===== src/rtl/cos_cubed_beam_gain_unit_assert.svh =====
// Assertion macros for the cos^3 beam gain unit.
// Each macro expects clk_i and rst_ni in scope.
`ifndef COS_CUBED_BEAM_GAIN_UNIT_ASSERT_SVH
`define COS_CUBED_BEAM_GAIN_UNIT_ASSERT_SVH
`ifndef SYNTH
`define CCBG_ASSERT_IMP(lbl, ante, cons) \
  lbl: assert property (@(posedge clk_i) disable iff (!rst_ni) (ante) |-> (cons)) \
    else $error("ccbg assertion failed");
`define CCBG_ASSERT_NXT(lbl, ante, cons) \
  lbl: assert property (@(posedge clk_i) disable iff (!rst_ni) (ante) |=> (cons)) \
    else $error("ccbg assertion failed");
`else
`define CCBG_ASSERT_IMP(lbl, ante, cons)
`define CCBG_ASSERT_NXT(lbl, ante, cons)
`endif
`endif


===== src/rtl/ccbg_pkg.sv =====
`timescale 1ns / 1ps
package ccbg_pkg;

  // CORDIC step count, 12..24
  localparam int unsigned COS_ITERATIONS = 18;
  localparam int unsigned ROT_LEN = 24;

  localparam int unsigned CFG_IDX_W  = 3;
  localparam int unsigned CFG_DATA_W = 32;

  localparam logic [CFG_IDX_W-1:0] REG_BEAM_FACTOR = 3'd0;
  localparam logic [CFG_IDX_W-1:0] REG_CLIP_MODE   = 3'd1;
  localparam logic [CFG_IDX_W-1:0] REG_CLIP_VALUE  = 3'd2;
  localparam logic [CFG_IDX_W-1:0] REG_POINT_L     = 3'd3;
  localparam logic [CFG_IDX_W-1:0] REG_POINT_M     = 3'd4;
  localparam logic [CFG_IDX_W-1:0] REG_ELL_EN      = 3'd5;
  localparam logic [CFG_IDX_W-1:0] REG_ELL_X       = 3'd6;
  localparam logic [CFG_IDX_W-1:0] REG_ELL_Y       = 3'd7;

  localparam logic [1:0] CLIP_NONE  = 2'd0;
  localparam logic [1:0] CLIP_ARG   = 2'd1;
  localparam logic [1:0] CLIP_FLOOR = 2'd2;

  localparam int unsigned W_W       = 17;
  localparam int unsigned DIV_STEPS = 17;
  localparam logic [W_W-1:0] W_ONE  = 17'd16384;

  localparam int unsigned PROD_W   = 64;
  localparam int unsigned R2_W     = 52;
  localparam int unsigned R_W      = 26;
  localparam int unsigned SQ_STEPS = 26;
  localparam int unsigned THETA_W  = 45;
  localparam int unsigned MOD_STEPS = 19;
  localparam int unsigned A_W      = 27;
  localparam int unsigned CW       = 34;

  localparam logic [A_W-1:0] TWO_PI_Q24  = 27'd105414358;
  localparam logic [A_W-1:0] PI_Q24      = 27'd52707179;
  localparam logic [A_W-1:0] HALF_PI_Q24 = 27'd26353589;
  localparam logic signed [CW-1:0] GAIN_Q30 = 34'sd652032874;
  localparam logic [16:0] ONE_Q16 = 17'd65536;

  localparam logic [31:0] ROT_ANGLE [ROT_LEN] = '{
    32'd843314857, 32'd497837829, 32'd263043837, 32'd133525159, 32'd67021687,
    32'd33543516, 32'd16775851, 32'd8388437, 32'd4194283, 32'd2097149,
    32'd1048576, 32'd524288, 32'd262144, 32'd131072, 32'd65536, 32'd32768,
    32'd16384, 32'd8192, 32'd4096, 32'd2048, 32'd1024, 32'd512, 32'd256, 32'd128
  };

  typedef struct packed {
    logic              busy;
    logic [3:0][W_W-1:0] w;   // +ex, -ex, +ey, -ey
  } ccbg_wgt_t;

  typedef struct packed {
    logic [1:0]  mode;
    logic [17:0] value;
  } ccbg_clip_t;

endpackage


===== src/rtl/ccbg_wgen.sv =====
`timescale 1ns / 1ps
module ccbg_wgen import ccbg_pkg::*; (
  input  logic               clk_i,
  input  logic               rst_ni,
  input  logic               start_i,
  input  logic signed [15:0] ex_i,
  input  logic signed [15:0] ey_i,
  output ccbg_wgt_t          wgt_o
);

  localparam logic [1:0] ST_IDLE = 2'd0;
  localparam logic [1:0] ST_SQ   = 2'd1;
  localparam logic [1:0] ST_LOAD = 2'd2;
  localparam logic [1:0] ST_DIV  = 2'd3;

  function automatic logic signed [15:0] sat_e(input logic signed [15:0] e);
    if (e < -16'sd16384) begin
      return -16'sd16384;
    end else if (e > 16'sd16384) begin
      return 16'sd16384;
    end
    return e;
  endfunction

  logic [1:0]          state_q;
  logic [1:0]          sel_q;
  logic [4:0]          cnt_q;
  logic [3:0][W_W-1:0] w_q;
  logic [31:0]         d2_q;
  logic [32:0]         rem_q;
  logic [W_W-1:0]      nl_q;

  logic signed [15:0] e_sel;
  logic signed [16:0] d17;
  logic [15:0]        d16;
  logic [44:0]        num;
  logic [32:0]        trial;
  logic               ge;
  logic [32:0]        rem_nx;
  logic [W_W-1:0]     nl_nx;

  always_comb begin
    e_sel  = sel_q[1] ? sat_e(ey_i) : sat_e(ex_i);
    d17    = sel_q[0] ? 17'sd32768 - 17'(e_sel) : 17'sd32768 + 17'(e_sel);
    d16    = d17[15:0];
    num    = (45'd1 << 44) + 45'(d2_q >> 1);
    trial  = {rem_q[31:0], nl_q[W_W-1]};
    ge     = trial >= {1'b0, d2_q};
    rem_nx = ge ? trial - {1'b0, d2_q} : trial;
    nl_nx  = {nl_q[W_W-2:0], ge};
  end

  always_ff @(posedge clk_i or negedge rst_ni) begin
    if (!rst_ni) begin
      state_q <= ST_IDLE;
      sel_q   <= 2'd0;
      cnt_q   <= 5'd0;
      w_q     <= {4{W_ONE}};
    end else if (start_i) begin
      state_q <= ST_SQ;
      sel_q   <= 2'd0;
    end else begin
      unique case (state_q)
        ST_IDLE: begin
        end
        ST_SQ: begin
          state_q <= ST_LOAD;
        end
        ST_LOAD: begin
          state_q <= ST_DIV;
          cnt_q   <= 5'd0;
        end
        ST_DIV: begin
          cnt_q <= cnt_q + 5'd1;
          if (cnt_q == 5'(DIV_STEPS - 1)) begin
            w_q[sel_q] <= nl_nx;
            if (sel_q == 2'd3) begin
              state_q <= ST_IDLE;
            end else begin
              sel_q   <= sel_q + 2'd1;
              state_q <= ST_SQ;
            end
          end
        end
      endcase
    end
  end

  always_ff @(posedge clk_i) begin
    if (state_q == ST_SQ) begin
      d2_q <= 32'(d16 * d16);
    end
    if (state_q == ST_LOAD) begin
      rem_q <= 33'(num >> DIV_STEPS);
      nl_q  <= num[W_W-1:0];
    end
    if (state_q == ST_DIV) begin
      rem_q <= rem_nx;
      nl_q  <= nl_nx;
    end
  end

  assign wgt_o.busy = state_q != ST_IDLE;
  assign wgt_o.w    = w_q;

endmodule


===== config.mk =====
export PLATFORM = sky130hd
export DESIGN_NAME = ccbg_wgen
export DESIGN_NICKNAME = d
export VERILOG_FILES = /design/src/rtl/cos_cubed_beam_gain_unit_assert.svh /design/src/rtl/ccbg_pkg.sv /design/src/rtl/ccbg_wgen.sv
export SDC_FILE = /design/constraint.sdc
export NUM_CORES = 1
export LEC_CHECK = 0
export BUFFER_PORTS_ARGS = -buffer_cell sky130_fd_sc_hd__clkbuf_2
export CAP_MARGIN = 20
export CORE_MARGIN = 2
export CORE_UTILIZATION = 25
export DETAILED_ROUTE_END_ITERATION = 8
export SLEW_MARGIN = 30
export SYNTH_ARGS = -nofsm -noshare
export SYNTH_HDL_FRONTEND = slang
export SYNTH_SLANG_ARGS = --single-unit

===== constraint.sdc =====
create_clock -name clk_i -period 24.4 [get_ports clk_i]
set_clock_uncertainty 0.2 [all_clocks]
set_input_delay 4.88 -clock clk_i [delete_from_list [all_inputs] [get_ports clk_i]]
set_output_delay 4.88 -clock clk_i [all_outputs]
set_load 0.05 [all_outputs]

# Word-level counts from Yosys, hierarchy flattened
# Cells that the tools add are included.
totals:
  ff_bits: 158
  inputBits: 35
  word_cells: 71
classes:
  n_addsub: 6
  multipliers: 1
  magnitude_cmp: 7
  eq_ne: 7
  mux: 29
  bitwise_logic: 1
  n_reduce_logical: 10
ops:
  columns: ["cell", "count"]
  rows:
  - ["two-way mux 16 bit", 8]
  - ["two-way mux 32 bit", 3]
  - ["bitwise mux 68 bit", 1]
  - ["two-way mux 17 bit", 3]
  - ["adder 45 x 31 -> 45 bit (first input constant)", 1]
  - ["demux 17 bit (select 2 bit)", 1]
  - [">= comparator 33 x 32 -> 1 bit", 1]
  - ["greater-than comparator 16 bit (second input constant)", 2]
  - ["< comparator 16 x 15 -> 1 bit (second input constant)", 2]
  - ["multiplier 16 x 16 -> 32 bit", 1]
  - ["subtractor 32 bit", 1]
  - ["adder 16 bit (first input constant)", 1]
  - ["subtractor 16 bit (first input constant)", 1]
  - ["two-way mux 2 bit", 6]
  - ["case mux 5 bit (2 select lines)", 1]
  - ["nonzero test 2 bit", 4]
  - ["== test 2 bit (second input constant)", 3]
  - ["case mux 2 bit (3 select lines)", 1]
  - ["AND reduction 3 bit", 2]
  - ["adder 5 x 1 -> 5 bit (second input constant)", 1]
  - ["== test 5 bit (second input constant)", 1]
  - ["two-way mux 1 bit", 5]
  - ["AND reduction 2 bit", 2]
  - ["nonzero test 4 bit", 1]
  - ["other kinds (8)", 8]

# Longest topological paths before layout
logic_depth:
  ltp_word: 8
  depth_mapped: 40

# Worst setup path before layout
# Ideal clock, no wire load.
synth_timing:
  path_kind: "input port to flip-flop"
  startpoint: "input ey_i[14]"
  endpoint: "register d2_q[30] (data pin)"
  setup_ns: 0.262
  arrival_time_ns: 12.994
  setup_slack_ns: 10.944
  cell_stages: 37
  cell_sequence: "xor2_2 > nor2_1 > clkbuf_1 > a22o_1 > inv_1 > buf_1 > ha_1 > o31a_1 > o21ai_1 > or3_4 > and2_1 > xnor2_2 > clkinv_1 > nand2_1 > inv_1 > fa_1 > inv_1 > fa_1 > inv_1 > fa_1 > inv_1 > fa_1 > inv_1 > fa_1 > inv_1 > fa_1 > inv_1 > ha_1 > and3_1 > nand3_1 > o31ai_1 > nor3_1 > o41a_1 > o211ai_1 > a31oi_1 > o21bai_1 > xor2_1"
synth_between:
  elab_chain_cells: 8
  word_cells_on_any_way: 11
  classes_between: "add/sub: 2; mul: 1; order compare: 2; mux: 6"
synth_lines:
  columns: ["element", "line", "source"]
  rows:
  - ["from (decl)", "ccbg_wgen.sv:7", "input logic signed [15:0] ey_i,"]
  - ["greater-than comparator 16 bit", "ccbg_wgen.sv:19", "end else if (e > 16'sd16384) begin"]
  - ["two-way mux 1 bit", "ccbg_wgen.sv:19", null]
  - ["two-way mux 1 bit", "ccbg_wgen.sv:17", "if (e < -16'sd16384) begin"]
  - ["two-way mux 16 bit (*)", "ccbg_wgen.sv:22", "return e;"]
  - ["two-way mux 16 bit (*)", "ccbg_wgen.sv:43", "e_sel = sel_q[1] ? sat_e(ey_i) : sat_e(ex_i);"]
  - ["adder 16 bit / subtractor 16 bit (equally long branches)", "ccbg_wgen.sv:44", "d17 = sel_q[0] ? 17'sd32768 - 17'(e_sel) : 17'sd32768 + 17'(e_sel);"]
  - ["two-way mux 16 bit (*)", "ccbg_wgen.sv:44", null]
  - ["named net d17[0]", "ccbg_wgen.sv:34", "logic signed [16:0] d17;"]
  - ["multiplier 16 x 16 -> 32 bit (*)", "ccbg_wgen.sv:91", "d2_q <= 32'(d16 * d16);"]
  - ["to (signal assigned)", "ccbg_wgen.sv:91", null]
  - ["to (decl)", "ccbg_wgen.sv:29", "logic [31:0] d2_q;"]
# Mark *: on every way through the listed nets, which the timed path passes. The rest lies on a longest branch.
# A chain may end at the register's enable or synchronous reset.

# Worst setup path after layout
layout_timing:
  startpoint: "input ey_i[14]"
  endpoint: "register d2_q[31] (data pin)"
# Same word-level chain as after synthesis.

==> results.yml <==
yosys:
  syn_avg_cell_area_um2: 9.83
  yosysSeqAreaShare: 0.278
  yosysTopAreaCell: "fa_1"
  syn_inst: 1588
  syn_nets: 1925
  async_flop_share: 0.490
  synth_top_flop_cell: "edfxtp_1"
  synth_edf_count: 80
  synth.distinct_cells: 71
  syn_area_um2: 15600
  yosysTopAreaCellShare: 0.210
  synth-seq-cells: 157
  yosys_warnings: 0
  netlist_top_cells_area: "fa_1, edfxtp_1, dfrtp_1, ha_1, inv_1"
global_routing:
  grt_max_degree: 78
  grt_pass1_wl_um: 63600
  grt-ovfl-total: 0
  antenna_found_initial: 0
  grt_pass1_vias: 12253
  track_usage: 0.122
worst_hold_path:
  worstHoldStart: "wgt_o[32]"
  whs_endpoint: "wgt_o[32]"
  hp-class: "reg -> reg"
  hold_path_depth: 1
worst_setup_path:
  crit_slowest_cell: "xnor2_1"
  ff2ff_path_depth: 31
  critPathMostFrequentCell: "fa_1"
  crit_fanout: 16
  rrSetupSlack_ns: 13.93
  r2r_end: "d2_q[31]"
  reg2reg_from: "sel_q[1]"
  critPathKind: "in -> reg"
  worstSetupStartpointType: "input pin"
  end_kind: "flip-flop"
  max_stage_delay_ns: 0.79
  critPathArrivalTime_ns: 14.30
  worstPathRequired_ns: 24.37
finish:
  fillers: 6531
  finalInstanceArea_um2: 17700
  nNetsFinal: 2024
  num_antenna_cells: 0
  syn_to_final_growth_pct: 13.4
  final_cell_mix: "inv_1, fa_1, nand2_1"
  layout_commonest_cell: "inv_1"
  drive_gt1_frac: 0.143
detailed_routing:
  wl_per_cell_um: 15.0
  drtPass1Iterations: 5
  drc: 0
  num_vias: 11373
  viasPerCell: 4.48
  ant_nets: 0
  drt_iter0_drc: 624
  finalWirelength_um: 38000
timing:
  worst_slack_ns: 10.08
  hold_viol_final: 0
  finalCritPeriodShare: 0.587
  setup_viol: 0
  relSlewSlack: 0.358
  grt_setup_unrepaired: "false"
  max_freq_mhz: 69.8
  min_period_ns: 14.32
  worst_pin_slew_ns: 0.953
  drv_slew: 0
  finalSetupTns_ns: 0
floorplan:
  rows: 91
  core_area_um2: 61700
  die_w_um: 254
  die_y_um: 254
  initial_utilization: 0.253
  die-area_um2: 64500
  ios: 104
clock_tree:
  cts_setup_buffers: 0
  numCtsBuffers: 17
  cts_resized: 0
  clk_latency_ns: 0.43
  cts_sinks: 157
  clockBufferDepth: 2
  cts_hold_buf: 0
  clockRootBuffer: "clkbuf_16"
  htreeDepth: 4
  clkTransAtPathRegs_ns: 0.07
  cts_tree: "done"
placement:
  hpwl_um: 30900
  dp_slack_ns: 9.71
  io_buffer_count: 103
  placed_area_um2: 17100
  gp_congestion: 0.906
pwr:
  irDropWorstVdd_v: 0.0000620
  p_leak_nw: 8.74
  total_power_mw: 1.52
  pwr_density_cell_nw_per_um2: 85.9
job:
  cap_violations: 0
outcome:
  status: "finished clean"
critical path, delay by kind of cell:
kind	cells	cell delay, ns
AOI/OAI and AO/OA	9	1.92
xor gates and xnor gates	3	1.12
buffers and inverters	7	1.19
and+or+nand+nor	5	1.47
adders and majority gates	8	3.69
state kept, by name, indices dropped and copies added (netlist names):
signal / cells
wgt_o: 68
rem_q: 32
d2_q: 31
nl_q: 17
cnt_q: 5
sel_q: 2
state_q: 2
synthesized netlist by cell type, drive strengths merged, types with 8 or more instances:
| master | instances |
|---|---|
| a21oi | 56 |
| xor2 | 26 |
| o21a | 9 |
| nor3 | 21 |
| ha | 138 |
| mux2i | 23 |
| nand2b | 8 |
| o21ai | 71 |
| xnor2 | 51 |
| a21o | 22 |
| a211oi | 8 |
| o21bai | 16 |
| fa | 164 |
| buf | 8 |
| a22o | 16 |
| o211ai | 8 |
| nand3 | 30 |
| edfxtp | 80 |
| clkbuf | 25 |
| nand2 | 145 |
| nor2 | 128 |
| mux2 | 66 |
| inv | 301 |
| nor2b | 8 |
| dfrtp | 73 |
per-stage QoR:
step                      utilization  std cells  hold WS [ns]
after floorplan                     -       1588         0.296
after global placement          0.277       2505         0.281
after detailed placement        0.277       2505         0.291
after CTS                       0.287       2537         0.306
after global routing            0.287       2537         0.325
final                           0.287       2537         0.303
kinds of logic after synthesis:
kind of cell    count (synthesis)  share of synthesized area
mux                            89                     0.0623
buf+inv                       339                     0.0832
simple gates                  378                      0.106
fa+ha+maj                     302                      0.321
flops                         157                      0.278
xor+xnor                       77                     0.0456
compound gates                246                      0.104
worst max path at each step:
stage	start	end
3_5_place_dp	ey_i[14]	d2_q[31]
5_1_grt	ey_i[14]	d2_q[30]
6_report	ey_i[14]	d2_q[31]
2_1_floorplan	ey_i[14]	d2_q[30]
3_3_place_gp	ey_i[14]	d2_q[30]
4_1_cts	ey_i[14]	d2_q[31]
report_power, final:
| part | leakage, nW | internal [mW] | switching, mW |
|---|---|---|---|
| Combinational | 6.62 | 0.357 | 0.521 |
| Sequential | 1.82 | 0.352 | 0.0338 |
| Clock | 0.287 | 0.147 | 0.111 |
routing by layer:
metal,vias to the layer above,wire [um],track usage
met1,5660,17500,0.162
met3,55,1640,0.0167
met4,0,735,0.0331
met2,253,18100,0.209
met5,-,0,0
li1,5405,-,-
final cells by class:
class | instances | area (um2) | share of cell area
inverters | 306 | 1150 | 0.0649
flip-flops and latches | 157 | 4340 | 0.245
repair buffers | 113 | 597 | 0.0337
clock inverters | 12 | 113 | 0.00636
well taps | 837 | 1050 | 0.0592
multi-input cells | 1092 | 10000 | 0.565
clock buffers | 20 | 457 | 0.0258
No activity file was read; power rests on OpenSTA's default activity.
